<file path="src/hdl/lcr_pkg.sv">
// ----------------------------------------------------------------------------
// lcr_pkg
// Shared types, register codes and sizes for the looping cubic resampler.
// ----------------------------------------------------------------------------
package lcr_pkg;

  localparam int unsigned SOURCE_DEPTH_DEF = 65536;
  localparam int unsigned SAMPLE_BITS_DEF  = 16;

  localparam int unsigned POS_W     = 33;
  localparam int unsigned FRAC_W    = 16;
  localparam int unsigned DIV_STEPS = 17;
  localparam int unsigned PADDR_W   = 5;

  typedef enum logic [1:0] {
    ACT_LOAD   = 2'd0,
    ACT_SETPOS = 2'd1,
    ACT_RENDER = 2'd2,
    ACT_NONE   = 2'd3
  } action_e;

  typedef enum logic [2:0] {
    REG_SPEED_STEP    = 3'd0,
    REG_LOOP_ENABLE   = 3'd1,
    REG_LOOP_START    = 3'd2,
    REG_LOOP_END      = 3'd3,
    REG_SOURCE_LENGTH = 3'd4,
    REG_MONO_SOURCE   = 3'd5,
    REG_GAIN_LEFT     = 3'd6,
    REG_GAIN_RIGHT    = 3'd7
  } reg_idx_e;

  typedef struct packed {
    logic signed [24:0] speed_step;
    logic               loop_enable;
    logic [15:0]        loop_start;
    logic [16:0]        loop_end;
    logic [16:0]        source_length;
    logic               mono_source;
    logic [15:0]        gain_left;
    logic [15:0]        gain_right;
  } cfg_t;

  typedef enum logic [2:0] {
    S_IDLE,
    S_READ,
    S_DSP,
    S_WRAP,
    S_OUT
  } top_state_e;

  typedef enum logic [2:0] {
    D_IDLE,
    D_MUL,
    D_ADD,
    D_GAIN,
    D_MIX,
    D_DONE
  } dsp_state_e;

  typedef enum logic [1:0] {
    W_IDLE,
    W_DIV,
    W_FIX,
    W_DONE
  } wrap_state_e;

endpackage

</file>
<file path="src/hdl/lcr_dsp.sv">
// ----------------------------------------------------------------------------
// lcr_dsp
// Catmull-Rom Horner evaluation, gain and saturating mix for both channels.
// ----------------------------------------------------------------------------
module lcr_dsp #(
  parameter int unsigned SAMPLE_BITS = lcr_pkg::SAMPLE_BITS_DEF
) (
  input  logic                          clk_i,
  input  logic                          rst_ni,
  input  logic                          start_i,
  input  logic signed [SAMPLE_BITS-1:0] y_l_i [4],
  input  logic signed [SAMPLE_BITS-1:0] y_r_i [4],
  input  logic [lcr_pkg::FRAC_W-1:0]    frac_i,
  input  lcr_pkg::cfg_t                 cfg_i,
  input  logic signed [15:0]            mix_l_i,
  input  logic signed [15:0]            mix_r_i,
  output logic                          done_o,
  output logic signed [15:0]            out_l_o,
  output logic signed [15:0]            out_r_o,
  output logic                          clip_o
);
  import lcr_pkg::*;

  localparam int unsigned AW = SAMPLE_BITS + 6;
  localparam int unsigned PW = AW + 17;
  localparam logic signed [PW-1:0] RND16  = PW'(32768);
  localparam logic signed [PW-1:0] RNDG   = PW'(64'sd1 <<< (SAMPLE_BITS - 3));
  localparam logic signed [PW-1:0] SAT_HI = PW'(32767);
  localparam logic signed [PW-1:0] SAT_LO = -PW'(32768);

  dsp_state_e state_q, state_d;

  logic signed [AW-1:0] ye [2][4];
  logic signed [AW-1:0] c1 [2], c2 [2], c3 [2], d12 [2];
  logic signed [AW-1:0] a_q [2], c1_q [2], c2_q [2], y1x2_q [2];
  logic signed [AW-1:0] addend [2], v [2];
  logic signed [PW-1:0] p_q [2], g_q [2], s [2];
  logic [1:0]           iter_q;
  logic [15:0]          gain [2];
  logic signed [15:0]   mix [2];
  logic signed [15:0]   sat [2];
  logic                 ovf [2];

  assign gain[0] = cfg_i.gain_left;
  assign gain[1] = cfg_i.gain_right;
  assign mix[0]  = mix_l_i;
  assign mix[1]  = mix_r_i;

  // Doubled coefficients, so the final value needs one rounding halving.
  always_comb begin
    for (int ch = 0; ch < 2; ch++) begin
      for (int k = 0; k < 4; k++) begin
        ye[ch][k] = (ch == 0) ? AW'(y_l_i[k]) : AW'(y_r_i[k]);
      end
      d12[ch] = ye[ch][1] - ye[ch][2];
      c1[ch]  = ye[ch][2] - ye[ch][0];
      c2[ch]  = (ye[ch][0] <<< 1) - ((ye[ch][1] <<< 2) + ye[ch][1])
              + (ye[ch][2] <<< 2) - ye[ch][3];
      c3[ch]  = ye[ch][3] - ye[ch][0] + d12[ch] + (d12[ch] <<< 1);
    end
  end

  always_comb begin
    for (int ch = 0; ch < 2; ch++) begin
      case (iter_q)
        2'd0:    addend[ch] = c2_q[ch];
        2'd1:    addend[ch] = c1_q[ch];
        default: addend[ch] = y1x2_q[ch];
      endcase
    end
    v[0] = AW'((a_q[0] + AW'(1)) >>> 1);
    v[1] = cfg_i.mono_source ? v[0] : AW'((a_q[1] + AW'(1)) >>> 1);
    for (int ch = 0; ch < 2; ch++) begin
      s[ch]   = ((g_q[ch] + RNDG) >>> (SAMPLE_BITS - 2)) + PW'(mix[ch]);
      ovf[ch] = (s[ch] > SAT_HI) || (s[ch] < SAT_LO);
      if (s[ch] > SAT_HI)      sat[ch] = 16'sh7fff;
      else if (s[ch] < SAT_LO) sat[ch] = -16'sh8000;
      else                     sat[ch] = s[ch][15:0];
    end
  end

  always_comb begin
    state_d = state_q;
    unique case (state_q)
      D_IDLE: if (start_i) state_d = D_MUL;
      D_MUL:  state_d = D_ADD;
      D_ADD:  state_d = (iter_q == 2'd2) ? D_GAIN : D_MUL;
      D_GAIN: state_d = D_MIX;
      D_MIX:  state_d = D_DONE;
      D_DONE: state_d = D_IDLE;
      default: state_d = D_IDLE;
    endcase
  end

  always_comb begin
    done_o = (state_q == D_DONE);
  end

  always_ff @(posedge clk_i or negedge rst_ni) begin
    if (!rst_ni) begin
      state_q <= D_IDLE;
    end else begin
      state_q <= state_d;
    end
  end

  always_ff @(posedge clk_i) begin
    case (state_q)
      D_IDLE: begin
        if (start_i) begin
          for (int ch = 0; ch < 2; ch++) begin
            a_q[ch]    <= c3[ch];
            c1_q[ch]   <= c1[ch];
            c2_q[ch]   <= c2[ch];
            y1x2_q[ch] <= ye[ch][1] <<< 1;
          end
          iter_q <= 2'd0;
        end
      end
      D_MUL: begin
        for (int ch = 0; ch < 2; ch++) begin
          p_q[ch] <= a_q[ch] * $signed({1'b0, frac_i});
        end
      end
      D_ADD: begin
        for (int ch = 0; ch < 2; ch++) begin
          a_q[ch] <= AW'((p_q[ch] + RND16) >>> 16) + addend[ch];
        end
        iter_q <= iter_q + 2'd1;
      end
      D_GAIN: begin
        for (int ch = 0; ch < 2; ch++) begin
          g_q[ch] <= PW'(v[ch]) * PW'($signed({1'b0, gain[ch]}));
        end
      end
      D_MIX: begin
        out_l_o <= sat[0];
        out_r_o <= sat[1];
        clip_o  <= ovf[0] || ovf[1];
      end
      default: ;
    endcase
  end

  a_start_when_idle: assert property (@(posedge clk_i) disable iff (!rst_ni)
    start_i |-> state_q == D_IDLE)
    else $error("interpolator started while busy");

  a_three_steps: assert property (@(posedge clk_i) disable iff (!rst_ni)
    state_q == D_GAIN |-> iter_q == 2'd3)
    else $error("Horner evaluation skipped a step");

  a_done_after_mix: assert property (@(posedge clk_i) disable iff (!rst_ni)
    state_q == D_DONE |-> $past(state_q) == D_MIX)
    else $error("done raised without a mix step");

endmodule

</file>
<file path="config.mk">
export PLATFORM = sky130hd
export DESIGN_NAME = lcr_dsp
export DESIGN_NICKNAME = d
export VERILOG_FILES = /design/src/hdl/lcr_pkg.sv /design/src/hdl/lcr_dsp.sv
export SDC_FILE = /design/constraint.sdc
export NUM_CORES = 2
export LEC_CHECK = 0
export ABC_AREA = 1
export BUFFER_PORTS_ARGS = -buffer_cell sky130_fd_sc_hd__buf_2
export CAP_MARGIN = 15
export CORE_UTILIZATION = 40
export CTS_CLUSTER_DIAMETER = 200
export DETAILED_ROUTE_END_ITERATION = 10
export PLACE_DENSITY = 0.55
export SYNTH_ARGS = -nofsm -noshare
export SYNTH_HDL_FRONTEND = slang
export SYNTH_SLANG_ARGS = --single-unit
export TNS_END_PERCENT = 10
</file>
<file path="constraint.sdc">
create_clock -name clk_i -period 9.2 [get_ports clk_i]
set_clock_uncertainty 0.05 [all_clocks]
set_input_delay 0.92 -clock clk_i [delete_from_list [all_inputs] [get_ports clk_i]]
set_output_delay 0.92 -clock clk_i [all_outputs]
set_load 0.01 [all_outputs]
</file>
==> metrics <==
WP data required=between 9 and 10 ns; core area=~0.2 sq mm; top_reg_cell synth=edfxtp_1; DRT antenna net count=0; Layout Nets=about 13000; Setup Crit Path Kind=register to register; Critical Path Start Type=register; routed wire length per instance=about 18 microns; Final Max Tran Viols=0; ys async rst share=0.01038; vias in the first global route=67140; Final setup viols=0; CTS buffer count=41; TNS Setup=0 ns; commonest non-fill, non-tap cells in the layout=inv_1 (2745), nand2_1 (2254), fa_1 (1522), nor2_1 (651), ha_1 (624); Rel. slew slack=0.2324; Placer Congestion=0.9577; unrepaired setup endpoints after global routing=false; Cell Rows=between 150 and 200; Port Buffers=about 250; fmax=121.5 MHz; fin crit period=around 8.2 ns; global-route wire length before repair=~370 mm; Iteration-0 DRC Markers=roughly 4400; Worst Hold Class=primary input to register; P&R area growth vs syn=7.079%; Max-Cap Viols=0; worst-margin pin slew=1.151 ns; commonest non-fill, non-tap cell in the layout=inv_1; Root Buffer Master=clkbuf_16; Clock Latency Late Sink=0.67 ns; clock sinks=between 200 and 300; # IOs=about 320; CTS tree=yes; Final Hold Fails=0; Slowest cell on crit path=edfxtp_1; DP Cell Count=12900; drt via density=4.976; sequential share of the synthesized area=0.1074; CP max FO=11; Die Wd=approximately 450 microns; Vias=64560; FF+latch count, synth=289; Syn Nets=roughly 13000; final std cells w/o fill=12970; Die Span Y=roughly 450 microns; die area=~0.20 sq mm; Arrival @ worst endpoint=around 8.6 ns; Resized Gates After CTS=0; Synth top area share=0.3776; hold buffer count at CTS=1; Netlist cell types=64; total track usage=0.2351; GRT Residual Overflow=0; number of flops mapped to enable cells by yosys=between 200 and 300; cells after synthesis=roughly 10000; CP peak stage delay=a little under 0.8 ns; First-pass DRT Iterations=8; final WL=roughly 230 mm; final worst-path cycle share=0.8945; initial core utilization=0.4033; initial antenna violation count=13; # H-tree levels=2; Warnings, synthesis=0; synth top area cells=fa_1 (38%), inv_1 (13%), edfxtp_1 (11%); buffer count from post-CTS setup fixing=0; Critical Path End Type=register; Yosys top cell by area=fa_1; Core Util, Final=0.4319; residual DRC count=0; layout cell share with drive strength beyond 1=0.05518; outcome=finished clean; Final HPWL DP=between 150 and 200 mm; Mean Syn Cell Area=7.946 sq um; pin count of the biggest net entering global routing=between 70 and 80; Post-Syn Area=0.08069 sq mm; CTS max path bufs=3; Clock transition at path regs=roughly 0.060 ns; Crit path top cell by count=fa_1
-- path summary, 6_finish.rpt --
kind | endpoint | startpoint | cells past startpoint | slack [ns]
max in group asynchronous | state_q[1] | rst_ni | 2 | 8.34
min in group asynchronous | state_q[0] | rst_ni | 2 | 0.58
hold reg to reg | iter_q[0] | iter_q[0] | 1 | 0.56
setup / recovery | g_q[0][77] | a_q[0][26] | 28 | 0.97
hold / removal | y1x2_q[0][21] | y_r_i[32] | 1 | 0.47
setup reg to reg | g_q[0][77] | a_q[0][26] | 28 | 0.97
-- state kept, by name (all words and copies together), names as in the netlist --
| signal | flops |
|---|---|
| a_q | 44 |
| c1_q | 34 |
| c2_q | 44 |
| clip_o | 1 |
| g_q | 51 |
| iter_q | 2 |
| out_l_o | 16 |
| out_r_o | 16 |
| p_q | 46 |
| state_q | 3 |
| y1x2_q | 32 |
-- routing by layer --
metal / vias to the layer above / wire length (microns) / part of all wire / global-route usage
li1: 30290 / - / - / -
met4: 4 / 5341 / 0.023 / 0.05453
met5: - / 27 / 0.00012 / 0
met2: 1819 / 108500 / 0.46 / 0.3853
met3: 268 / 13710 / 0.059 / 0.02516
met1: 32180 / 105900 / 0.45 / 0.3325
-- synthesized netlist by cell type, types with 4 or more instances --
master	instances
and3_1	6
o31ai_1	12
buf_6	8
clkbuf_1	195
nand3b_1	11
a22o_1	5
nor3_2	12
o2111ai_1	4
nand2_1	2254
buf_4	8
nor4_1	29
inv_1	2745
buf_1	31
buf_2	24
a21boi_0	14
o21bai_1	21
a31oi_1	27
a21oi_1	432
o21ai_1	18
nor2_2	14
o21ai_0	231
nor3_4	4
a211oi_1	9
xor2_1	254
or2_2	17
and2_1	4
nand4_1	69
inv_2	25
o22ai_1	5
o211ai_1	15
edfxtp_1	286
nand2_2	18
ha_1	625
o21ai_2	24
a21o_1	32
nand3_1	216
nor3_1	67
xnor2_1	121
nand3_2	10
clkinv_1	17
o21a_1	17
fa_1	1522
nor2_1	656
nor2_4	9
-- through the flow --
step                      hold WS [ns]  instance area [sq um]  setup slack, ns
after detailed placement        0.5561                  84970           0.8278
final                           0.4709                  86400           0.9705
after global placement          0.5285                  84970           0.8590
after global routing            0.4570                  86400           0.3957
after floorplan                 0.4525                  80690            2.078
after CTS                       0.4319                  86390           0.8359
-- critical path: cells and delay by family, from the launching register on --
family | cells | cell delay [ns]
AOI/OAI and AO/OA | 4 | 0.92
buffers and inverters | 6 | 0.70
and+or+nand+nor | 9 | 1.26
adders and majority gates | 7 | 3.67
DFF | 1 | 0.77
xor gates and xnor gates | 2 | 0.56
-- area by class of cell --
type | count | area, sq um
clock inverters | 28 | 372.9
multi-input cells | 6811 | 60490
flip-flops and latches | 289 | 8663
well taps | 2656 | 3323
fillers | 20290 | 113700
clock buffers | 44 | 1037
repair buffers | 352 | 2032
diodes | 5 | 12.51
inverters | 2788 | 10470
-- kinds of logic (layout without fill, tap and decap cells) --
logic type,Yosys count,count (layout),share of synthesized area
AO/OA/AOI/OAI,888,888,0.06207
other,0,5,0
buffers and inverters,3054,3212,0.1436
AND/OR/NAND/NOR,3401,3401,0.1717
XOR/XNOR,375,375,0.04071
flip-flops,289,289,0.1074
adder cells (fa/ha/maj),2147,2147,0.4745
Power is not shown: default switching activity piles up to over one toggle a cycle in this logic, so the estimate is an artifact.
