[config.mk]
export PLATFORM = sky130hd
export DESIGN_NAME = lcr_regs
export DESIGN_NICKNAME = d
export VERILOG_FILES = /design/src/hdl/lcr_pkg.sv /design/src/hdl/lcr_regs.sv
export SDC_FILE = /design/constraint.sdc
export NUM_CORES = 1
export LEC_CHECK = 0
export BUFFER_PORTS_ARGS = -buffer_cell sky130_fd_sc_hd__buf_2
export CAP_MARGIN = 20
export CORE_AREA = 5 5 109 111
export DETAILED_ROUTE_END_ITERATION = 10
export DIE_AREA = 0 0 114 116
export PLACE_DENSITY = 0.77
export SETUP_SLACK_MARGIN = 0.15
export SLEW_MARGIN = 0
export SYNTH_ARGS = -nofsm -noshare
export SYNTH_HDL_FRONTEND = slang
export SYNTH_SLANG_ARGS = --single-unit
[constraint.sdc]
create_clock -name clk_i -period 1.6 [get_ports clk_i]
set_input_delay 0.08 -clock clk_i [delete_from_list [all_inputs] [get_ports clk_i]]
set_output_delay 0.08 -clock clk_i [all_outputs]
set_load 0.02 [all_outputs]
[src/hdl/lcr_pkg.sv]
// ----------------------------------------------------------------------------
// lcr_pkg
// Shared types, register codes and sizes for the looping cubic resampler.
// ----------------------------------------------------------------------------
package lcr_pkg;

  localparam int unsigned SOURCE_DEPTH_DEF = 65536;
  localparam int unsigned SAMPLE_BITS_DEF  = 16;

  localparam int unsigned POS_W     = 33;
  localparam int unsigned FRAC_W    = 16;
  localparam int unsigned DIV_STEPS = 17;
  localparam int unsigned PADDR_W   = 5;

  typedef enum logic [1:0] {
    ACT_LOAD   = 2'd0,
    ACT_SETPOS = 2'd1,
    ACT_RENDER = 2'd2,
    ACT_NONE   = 2'd3
  } action_e;

  typedef enum logic [2:0] {
    REG_SPEED_STEP    = 3'd0,
    REG_LOOP_ENABLE   = 3'd1,
    REG_LOOP_START    = 3'd2,
    REG_LOOP_END      = 3'd3,
    REG_SOURCE_LENGTH = 3'd4,
    REG_MONO_SOURCE   = 3'd5,
    REG_GAIN_LEFT     = 3'd6,
    REG_GAIN_RIGHT    = 3'd7
  } reg_idx_e;

  typedef struct packed {
    logic signed [24:0] speed_step;
    logic               loop_enable;
    logic [15:0]        loop_start;
    logic [16:0]        loop_end;
    logic [16:0]        source_length;
    logic               mono_source;
    logic [15:0]        gain_left;
    logic [15:0]        gain_right;
  } cfg_t;

  typedef enum logic [2:0] {
    S_IDLE,
    S_READ,
    S_DSP,
    S_WRAP,
    S_OUT
  } top_state_e;

  typedef enum logic [2:0] {
    D_IDLE,
    D_MUL,
    D_ADD,
    D_GAIN,
    D_MIX,
    D_DONE
  } dsp_state_e;

  typedef enum logic [1:0] {
    W_IDLE,
    W_DIV,
    W_FIX,
    W_DONE
  } wrap_state_e;

endpackage

[src/hdl/lcr_regs.sv]
// ----------------------------------------------------------------------------
// lcr_regs
// Configuration register file behind an APB-style slave port.
// ----------------------------------------------------------------------------
module lcr_regs (
  input  logic                        clk_i,
  input  logic                        rst_ni,
  input  logic                        psel,
  input  logic                        penable,
  input  logic                        pwrite,
  input  logic [lcr_pkg::PADDR_W-1:0] paddr,
  input  logic [31:0]                 pwdata,
  output logic [31:0]                 prdata,
  output logic                        pready,
  output lcr_pkg::cfg_t               cfg_o
);
  import lcr_pkg::*;

  cfg_t     cfg_q;
  reg_idx_e idx;

  // Registers sit on word addresses, so the two low address bits carry no code.
  assign idx    = reg_idx_e'(paddr[PADDR_W-1:2]);
  assign pready = 1'b1;
  assign cfg_o  = cfg_q;

  always_ff @(posedge clk_i or negedge rst_ni) begin
    if (!rst_ni) begin
      cfg_q.speed_step    <= 25'sd65536;
      cfg_q.loop_enable   <= 1'b0;
      cfg_q.loop_start    <= 16'd0;
      cfg_q.loop_end      <= 17'd65536;
      cfg_q.source_length <= 17'd0;
      cfg_q.mono_source   <= 1'b0;
      cfg_q.gain_left     <= 16'd16384;
      cfg_q.gain_right    <= 16'd16384;
    end else if (psel && penable && pwrite && pready) begin
      unique case (idx)
        REG_SPEED_STEP:    cfg_q.speed_step    <= $signed(pwdata[24:0]);
        REG_LOOP_ENABLE:   cfg_q.loop_enable   <= pwdata[0];
        REG_LOOP_START:    cfg_q.loop_start    <= pwdata[15:0];
        REG_LOOP_END:      cfg_q.loop_end      <= pwdata[16:0];
        REG_SOURCE_LENGTH: cfg_q.source_length <= pwdata[16:0];
        REG_MONO_SOURCE:   cfg_q.mono_source   <= pwdata[0];
        REG_GAIN_LEFT:     cfg_q.gain_left     <= pwdata[15:0];
        REG_GAIN_RIGHT:    cfg_q.gain_right    <= pwdata[15:0];
        default: ;
      endcase
    end
  end

  always_comb begin
    unique case (idx)
      REG_SPEED_STEP:    prdata = 32'(cfg_q.speed_step);
      REG_LOOP_ENABLE:   prdata = {31'd0, cfg_q.loop_enable};
      REG_LOOP_START:    prdata = {16'd0, cfg_q.loop_start};
      REG_LOOP_END:      prdata = {15'd0, cfg_q.loop_end};
      REG_SOURCE_LENGTH: prdata = {15'd0, cfg_q.source_length};
      REG_MONO_SOURCE:   prdata = {31'd0, cfg_q.mono_source};
      REG_GAIN_LEFT:     prdata = {16'd0, cfg_q.gain_left};
      REG_GAIN_RIGHT:    prdata = {16'd0, cfg_q.gain_right};
      default:           prdata = 32'd0;
    endcase
  end

endmodule

==> impl_metrics.toml, run 1 <==
[grt]
grt_remaining_overflow = 0
antenna_found_initial = 0
grt_pass1_vias = 4307
grt_max_degree = 45
grt_pass1_wl_um = 23700
global_route.usage.total = 0.234

[clock_network]
numCtsBuffers = 9
cts_buffer_depth = 2
clk_root_buffer_cell = "clkbuf_8"
path_clk_slew_ns = 0.10
worstSkewPairLatency_ns = 0.36
cts_htree_levels = 3
clock_sink_count = 109
tritoncts_clock_tree = "yes"

[worst_setup_path]
worst_ep_required_time_ns = 1.52
endpoint_kind = "output port"
critical-path-max-stage-delay_ns = 0.40
crit_type = "reg2out"
path_max_fanout = 2
top_cell_family_by_delay_on_the_critical_path = "compound AO/OA/AOI/OAI gates"
worst_setup_path_start_kind = "register"
cp.buffers_inverters = 2
worst-endpoint-arrival_ns = 1.61
path_cells = "mux2i_1, o22ai_1, a222oi_1, inv_1, buf_2"
crit_slowest_cell = "dfrtp_1"

[logic_synthesis]
synth.ff_latch_count = 109
synthesis.area_per_instance_um2 = 13.4
netlist.area_leader.share = 0.514
summed_instance_area_of_the_synthesized_netlist_mm2 = 0.00511
postSynthNetCount = 424
synth_enable_flop_cells = 0
netlist_top_cells_area = "dfrtp_1, mux2_2, mux2i_1"
synth.yosys.warnings = 0
synthDistinctLibCells = 36
async_reset_ff_frac = 1.00
ys_dominant_reg_cell = "dfrtp_1"
biggest_area_consumer_among_synthesized_cells = "dfrtp_1"
synth_sequential_area_ratio = 0.535
synth_cells = 382

[place]
globalplace.congestion = 0.844
dp_hpwl_um = 10500
numPortBuffers = 173
postPlaceCellArea_mm2 = 0.00625

[power]
power_per_cell_area_mw_per_mm2 = 1190
combinational_power_share = 0.364
pwr-share-clk = 0.192
total_switching_power_mw = 2.93
ir_drop_mv = 0.726
netSwitchingFraction = 0.352
power.leakage_nw = 3.65
p_total_mw = 8.34
power_report.internal_total_mw = 5.41
seq_power_share = 0.444

[timing]
post-route-min-period_ns = 1.69
report.final.setup_viol = 5
maxClockFrequency_mhz = 590
setup_slack_ns = -0.0941
timing.max_slew.rel_slack = 0.601
rsz0062_at_grt = "true"
final.setup.tns_ns = -0.207
drv_slew = 0
report.final.hold_viol_count = 0
fraction_of_the_cycle_the_final_worst_path_needs = 1.06
worst-slew-pin-transition_ns = 0.599
skew_ns = 0

[final_layout]
area_delta_synth_final_pct = 37.6
antenna-diode-count = 0
num-nets-final = 670
layout.core_utilization = 0.658
seq_area_mm2 = 0.00273
layout.filler_cells = 826
post_route_cells_drive_above_1_share = 0.631
post-route-cell-area_mm2 = 0.00704
multi_input_gate_area_in_the_final_layout_mm2 = 0.00222
number_of_flip_flops_in_the_largest_register = 109

[route]
route.detailed.drc = 0
postRouteAntennaNets = 0
postRouteWirelength_um = 15300
detail_route.wl_per_cell_um = 19.9
viasPerCell = 5.42
route.vias.total = 4175
drt-pass1-iter-count = 4
drt_iter0_markers = 203

[die]
pin_count = 184
core_mm2 = 0.0107
die_h_um = 116
rows = 38
floorplan.die.width_um = 114
initial_utilization = 0.478
die_area_mm2 = 0.0132

[hold_path]
hold_path.class = "in2reg"

[status]
failed_checks = "setup timing"
run_status = "finished with violations"

[run]
maxCapViolCount = 0
[routing by layer]
layer | GRT usage | wire length (um) | part of all wire | up-vias
met5 | 0 | 0 | 0 | -
met4 | 0.0768 | 325 | 0.021 | 0
met3 | 0.0601 | 1220 | 0.080 | 25
met2 | 0.391 | 7560 | 0.49 | 182
met1 | 0.300 | 6230 | 0.41 | 2112
li1 | - | - | - | 1856
[layout by cell type (no fill, tap or decap), drive strengths merged]
cell	n
and2	9
mux2i	21
a21o	1
nor2	29
a21oi	10
a41oi	1
conb	1
a221oi	3
dfrtp	105
buf	246
o22a	8
nand2b	4
a222oi	1
inv	3
dlygate4sd3	17
clkbuf	13
o21ai	4
nand4	1
a22o	3
mux2	113
mux4	2
nand3	3
o22ai	1
dfstp	4
a22oi	1
nand2	10
nor3	4
a211o	1
clkinv	2
o21bai	1
a211oi	9
[metrics by stage]
step,worst slack [ns],hold slack [ns],instances
2_1_floorplan,0.159,-0.216,382
3_3_place_gp,0.129,0.106,698
3_5_place_dp,0.107,0.125,698
4_1_cts,-0.0818,0.000226,763
5_1_grt,-0.226,0.0139,771
6_report,-0.0941,0.0220,771
[final cells by class]
class	instances	area share
Clock buffer	13	0.0254
Clock inverter	1	0.000711
Inverter	4	0.00213
Multi-Input combinational cell	241	0.316
Sequential cell	109	0.388
Tap cell	140	0.0249
Timing Repair Buffer	263	0.242
[timing repair]
action / CTS / global route
endpoints found under the setup margin: 16 / 17
pin swaps: 16 / 3
gates resized for setup: 26 / 5
buffers inserted: 34 / 8
hold endpoints to repair: 71 / 0
hold buffers: 17 / 0
[final timing paths]
| check | startpoint | end | slack (ns) | depth (start not counted) |
|---|---|---|---|---|
| max in group asynchronous | rst_ni | cfg_o[30]$_DFFE_PN1P_ | 0.68 | 3 |
| min in group asynchronous | rst_ni | cfg_o[26]$_DFFE_PN0P_ | 0.26 | 2 |
| max reg2reg | cfg_o[60]$_DFFE_PN0P_ | cfg_o[60]$_DFFE_PN0P_ | 0.57 | 3 |
| max | cfg_o[54]$_DFFE_PN0P_ | prdata[4] | -0.09 | 5 |
| min reg2reg | cfg_o[106]$_DFFE_PN0P_ | cfg_o[106]$_DFFE_PN0P_ | 0.53 | 1 |
| min | pwdata[1] | cfg_o[1]$_DFFE_PN0P_ | 0.02 | 2 |
[power by group through the flow]
stage | sequential [mW] | clock (mW) | combinational [mW]
2_1_floorplan | 4.38 | 0 | 0.921
3_3_place_gp | 3.74 | 0 | 2.52
3_5_place_dp | 3.78 | 0 | 2.58
4_1_cts | 3.68 | 1.65 | 2.98
5_1_grt | 3.77 | 1.75 | 3.24
6_report | 3.70 | 1.60 | 3.04
[cell usage after synthesis (4+ instances only)]
cell type,instances
and2_1,9
buf_4,16
buf_2,7
a211oi_1,9
dfstp_2,4
o22a_1,8
mux2i_1,21
nor2_1,26
a21oi_1,10
nand2_1,9
dfrtp_1,105
mux2_2,113
o21ai_0,4
[kinds of logic after synthesis]
| logic type | synth area share |
|---|---|
| buffers and inverters | 0.0414 |
| DFF | 0.535 |
| and+or+nand+nor | 0.0624 |
| AOI/OAI and AO/OA | 0.0619 |
| muxes | 0.299 |
| other | 0.000734 |
(Power assumes the default switching activity.)
==> inputs of run 2 (changes only) <==
- clock period: 1.6 -> 2.15 ns (I/O delays scaled with it)
==> impl_metrics.toml, run 2 (synthesis results as in run 1) <==
[status]
run_status = "completed"

[timing]
final.setup.tns_ns = 0
post-route-min-period_ns = 1.76
report.final.setup_viol = 0
skew_ns = 0
maxClockFrequency_mhz = 569
drv_slew = 0
fraction_of_the_cycle_the_final_worst_path_needs = 0.818
report.final.hold_viol_count = 0
rsz0062_at_grt = "false"

[die]
die_h_um = 116
floorplan.die.width_um = 114
pin_count = 184
core_mm2 = 0.0107
rows = 38
die_area_mm2 = 0.0132
initial_utilization = 0.478

[grt]
grt_max_degree = 55
grt_remaining_overflow = 0
grt_pass1_wl_um = 22300
global_route.usage.total = 0.220
grt_pass1_vias = 4101
antenna_found_initial = 0

[power]
ir_drop_mv = 0.476
power.leakage_nw = 3.39
power_per_cell_area_mw_per_mm2 = 958

[clock_network]
cts_htree_levels = 3
clk_root_buffer_cell = "clkbuf_8"
cts_buffer_depth = 2
worstSkewPairLatency_ns = 0.36
tritoncts_clock_tree = "yes"
numCtsBuffers = 9
clock_sink_count = 109
path_clk_slew_ns = 0.11
post-cts-setup-buffers = 0

[run]
maxCapViolCount = 0

[worst_setup_path]
path_max_fanout = 3
worst_ep_required_time_ns = 2.04
crit_type = "reg2out"
endpoint_kind = "output port"
worst_setup_path_start_kind = "register"
worst-endpoint-arrival_ns = 1.65

[final_layout]
num-nets-final = 617
area_delta_synth_final_pct = 28.2
layout.cells.non_filler = 720
number_of_flip_flops_in_the_largest_register = 109
seq_area_mm2 = 0.00273
post_route_cells_drive_above_1_share = 0.591
most_frequent_cells_in_the_layout = "buf_2, mux2_2, dfrtp_1, nor2_1, buf_4"
layout.filler_cells = 913
antenna-diode-count = 0
multi_input_gate_area_in_the_final_layout_mm2 = 0.00217
layout.cells.most_common = "buf_2"

[route]
route.detailed.drc = 0
drt_iter0_markers = 239
detail_route.wl_per_cell_um = 19.7
postRouteWirelength_um = 14200
postRouteAntennaNets = 0
drt-pass1-iter-count = 4
viasPerCell = 5.34
route.vias.total = 3847

[place]
numPortBuffers = 173
globalplace.congestion = 0.844
dp_hpwl_um = 10400
placedCellCount = 694

[hold_path]
hold_path.class = "in2reg"
[run 2: cell types whose count changed in the layout (fill, tap and decap cells not counted), sizes merged]
cell | before | now
clkbuf | 13 | 9
buf | 246 | 200
inv | 3 | 5
dlygate4sd3 | 17 | 10
bufinv | 0 | 4
[run 2: repair_timing]
action                                  CTS  global route
hold buffers                             10             0
endpoints found under the hold margin    40             0
endpoints found under the setup margin    0             0
resized for setup                         0             0
[run 2: worst max-delay path, cell delays in order, from the launching register on]
cell and delay (ns):
dfrtp_1 0.42, mux4_2 0.47, a22o_1 0.23, buf_2 0.16
[run 2: report_power, final]
part | total [mW] | switching [mW] | internal [mW] | leakage [nW]
clock | 1.60 | 0.702 | 0.897 | 0.134
sequential | 2.77 | 0.307 | 2.46 | 1.38
combinational | 1.91 | 1.12 | 0.786 | 1.87
[run 2: stage by stage]
stage	instance area [um2]	setup slack (ns)	hold slack (ns)	power, mW	util
final	6550	0.392	0.0212	6.27	0.613
after CTS	6550	0.368	0.00801	6.33	0.613
after global routing	6550	0.271	0.00781	6.61	0.613
after detailed placement	6190	0.424	0.0724	4.72	0.578
after floorplan	5110	0.545	-0.188	3.95	-
after global placement	6190	0.450	0.0648	4.65	0.578
[run 2: cell type report]
cell class / count / area share
clock buffer: 9 / 0.0189
clock inverter: 7 / 0.0218
inverter: 4 / 0.00229
multi-input combinational: 241 / 0.331
sequential: 109 / 0.417
tap: 140 / 0.0267
timing repair buffer: 210 / 0.183
[run 2: layer usage]
layer / vias up / wire length (um) / track usage
met1: 1941 / 5940 / 0.293
li1: 1752 / - / -
met3: 7 / 1180 / 0.0611
met5: - / 0 / 0
met4: 0 / 99 / 0.0546
met2: 147 / 6940 / 0.358
[run 2: worst paths after layout]
path | startpoint | end | slack (ns) | depth (start not counted)
max in group asynchronous | rst_ni | cfg_o[66]$_DFFE_PN1P_ | 1.20 | 3
setup reg to reg | cfg_o[3]$_DFFE_PN0P_ | cfg_o[3]$_DFFE_PN0P_ | 1.34 | 1
hold reg to reg | cfg_o[107]$_DFFE_PN0P_ | cfg_o[107]$_DFFE_PN0P_ | 0.53 | 1
setup / recovery | cfg_o[21]$_DFFE_PN0P_ | prdata[5] | 0.39 | 3
hold / removal | pwdata[4] | cfg_o[20]$_DFFE_PN0P_ | 0.02 | 3
min in group asynchronous | rst_ni | cfg_o[81]$_DFFE_PN0P_ | 0.21 | 2
==> inputs of run 3 (changes only) <==
- ABC_AREA: default -> 1
- CORE_AREA: 5 5 109 111 -> 5 5 112 114
- DIE_AREA: 0 0 114 116 -> 0 0 117 119
- PLACE_DENSITY: 0.77 -> 0.75
- clock period: 2.15 -> 1.5 ns (I/O delays scaled with it)
==> impl_metrics.toml, run 3 <==
[status]
run_status = "completed"

[die]
die_h_um = 119
core_mm2 = 0.0113
rows = 39
floorplan.die.width_um = 117
initial_utilization = 0.441
die_area_mm2 = 0.0139
pin_count = 184

[route]
viasPerCell = 5.15
route.vias.total = 5080
drt-pass1-iter-count = 5
route.detailed.drc = 0
postRouteWirelength_um = 16400
detail_route.wl_per_cell_um = 16.6
drt_iter0_markers = 482
postRouteAntennaNets = 0

[timing]
report.final.setup_viol = 0
drv_slew = 0
rsz0062_at_grt = "true"
skew_ns = 0
final.setup.tns_ns = 0
holdWs_ns = 0.171
post-route-min-period_ns = 1.41
maxClockFrequency_mhz = 709
report.final.hold_viol_count = 0
fraction_of_the_cycle_the_final_worst_path_needs = 0.941

[grt]
antenna_found_initial = 0
global_route.usage.total = 0.229
grt_pass1_vias = 4666
grt_pass1_wl_um = 24800
grt_max_degree = 35
grt_remaining_overflow = 0

[final_layout]
post_route_cells_drive_above_1_share = 0.335
multi_input_gate_area_in_the_final_layout_mm2 = 0.00189
antenna-diode-count = 0
area_delta_synth_final_pct = 41.9
layout.cells.non_filler = 987
layout.filler_cells = 962
number_of_flip_flops_in_the_largest_register = 109
most_frequent_cells_in_the_layout = "buf_2, nand2_1, dfrtp_1, nor2_1, o21ai_0"
seq_area_mm2 = 0.00273
post-route-cell-area_mm2 = 0.00709
num-nets-final = 881
layout.cells.most_common = "buf_2"

[worst_setup_path]
path_max_fanout = 2
crit_type = "reg2out"
rr_startpoint = "cfg_o[18]$_DFFE_PN0P_"
worst-endpoint-arrival_ns = 1.34
worst_ep_required_time_ns = 1.42
critical-path-max-stage-delay_ns = 0.38
worst_setup_path_start_kind = "register"
path_cells = "nand4_1, nand2_2, nor2_4, nand3_2, buf_6"
endpoint_kind = "output port"
crit_slowest_cell = "dfrtp_1"
startpoint = "cfg_o[18]$_DFFE_PN0P_"

[clock_network]
clock_sink_count = 109
cts_htree_levels = 3
cts_buffer_depth = 2
path_clk_slew_ns = 0.07
worstSkewPairLatency_ns = 0.34
clk_root_buffer_cell = "clkbuf_16"
numCtsBuffers = 9
tritoncts_clock_tree = "yes"

[logic_synthesis]
summed_instance_area_of_the_synthesized_netlist_mm2 = 0.00499
synthesis.area_per_instance_um2 = 8.15
synth_enable_flop_cells = 0
netlist_top_cells_area = "dfrtp_1, nand2_1, o21ai_0"
synth_sequential_area_ratio = 0.547
most_frequently_used_cell_type_in_the_post_synthesis_netlist = "nand2_1"
yosys-top-cells-count = "nand2_1, dfrtp_1, nor2_1"
async_reset_ff_frac = 1.00
synthDistinctLibCells = 25
synth_cells = 613
postSynthNetCount = 655
synth.yosys.warnings = 0
ys_dominant_reg_cell = "dfrtp_1"
netlist.area_leader.share = 0.526
synth.ff_latch_count = 109
biggest_area_consumer_among_synthesized_cells = "dfrtp_1"

[power]
seq_power_share = 0.405
ir_drop_mv = 0.775
power.leakage_nw = 3.80
power_per_cell_area_mw_per_mm2 = 1380
p_total_mw = 9.76
pwr-share-clk = 0.261
netSwitchingFraction = 0.357
power_report.internal_total_mw = 6.27
combinational_power_share = 0.335
total_switching_power_mw = 3.49

[place]
dp_hpwl_um = 11200
placedCellCount = 908
postPlaceCellArea_mm2 = 0.00607
globalplace.congestion = 0.894
numPortBuffers = 173

[run]
maxCapViolCount = 0

[hold_path]
hold_path.class = "in2reg"
hold_path_startpoint = "paddr[3]"
==> run 3: cell count changes after synthesis, moves of 17 or more <==
cell	delta
nand2_1	+116
mux2_2	-113
o21ai_0	+61
inv_1	+58
nor2_1	+58
nand4_1	+35
a21oi_1	+30
mux2i_1	-21
o21ai_1	+19
nand3_1	+17
==> run 3: power groups by stage <==
stage / Combinational (mW) / Clock (mW) / Sequential (mW)
after floorplan: 0.891 / 0 / 4.73
after global placement: 2.69 / 0 / 4.02
after detailed placement: 2.74 / 0 / 4.04
after CTS: 3.15 / 2.57 / 3.92
after global routing: 3.55 / 2.69 / 4.01
final: 3.27 / 2.54 / 3.95
==> run 3: what timing repair did <==
action	4_1_cts	5_1_grt
endpoints found under the hold margin	54	0
endpoints found under the setup margin	15	24
buffers inserted	28	9
gates resized for setup	25	26
pin swaps	17	27
hold buffers	26	0
==> run 3: layer usage <==
| layer | track usage | up-vias | part of all wire |
|---|---|---|---|
| met4 | 0.0846 | 0 | 0.025 |
| met2 | 0.351 | 248 | 0.46 |
| li1 | - | 2424 | - |
| met1 | 0.314 | 2380 | 0.42 |
| met3 | 0.0543 | 28 | 0.095 |
| met5 | 0 | - | 0 |
==> run 3: kinds of logic (layout without fill, tap and decap cells) <==
group | count (synthesis) | after routing | share of synthesized area
flip-flops | 109 | 109 | 0.547
AND/OR/NAND/NOR | 271 | 271 | 0.233
other | 1 | 1 | 0.000751
AO/OA/AOI/OAI | 125 | 125 | 0.126
buffers and inverters | 107 | 338 | 0.0937
==> run 3: critical path: cells and delay by family (launching register included) <==
kind / cells / cell delay, ns
buffers and inverters: 1 / 0.15
DFF: 1 / 0.38
and+or+nand+nor: 4 / 0.46
==> run 3: layout make-up <==
| cell class | count | share of cell area |
|---|---|---|
| flip-flops and latches | 109 | 0.386 |
| multi-input cells | 397 | 0.267 |
| repair buffers | 259 | 0.244 |
| inverters | 63 | 0.0334 |
| clock buffers | 11 | 0.0328 |
| well taps | 143 | 0.0252 |
| clock inverters | 5 | 0.0118 |
==> run 3: final timing paths <==
check	end	slack [ns]	cells after the start
min in group asynchronous	cfg_o[85]$_DFFE_PN0P_	0.24	2
min reg2reg	cfg_o[100]$_DFFE_PN1P_	0.48	2
max in group asynchronous	cfg_o[17]$_DFFE_PN0P_	0.69	3
max reg2reg	cfg_o[18]$_DFFE_PN0P_	0.60	4
min	cfg_o[83]$_DFFE_PN0P_	0.17	4
max	prdata[2]	0.09	5
==> run 3: per-stage QoR <==
stage,utilization,setup slack (ns)
after floorplan,-,0.247
after global placement,0.536,0.155
final,0.626,0.0889
after global routing,0.626,0.00761
after CTS,0.612,0.0736
after detailed placement,0.536,0.0931
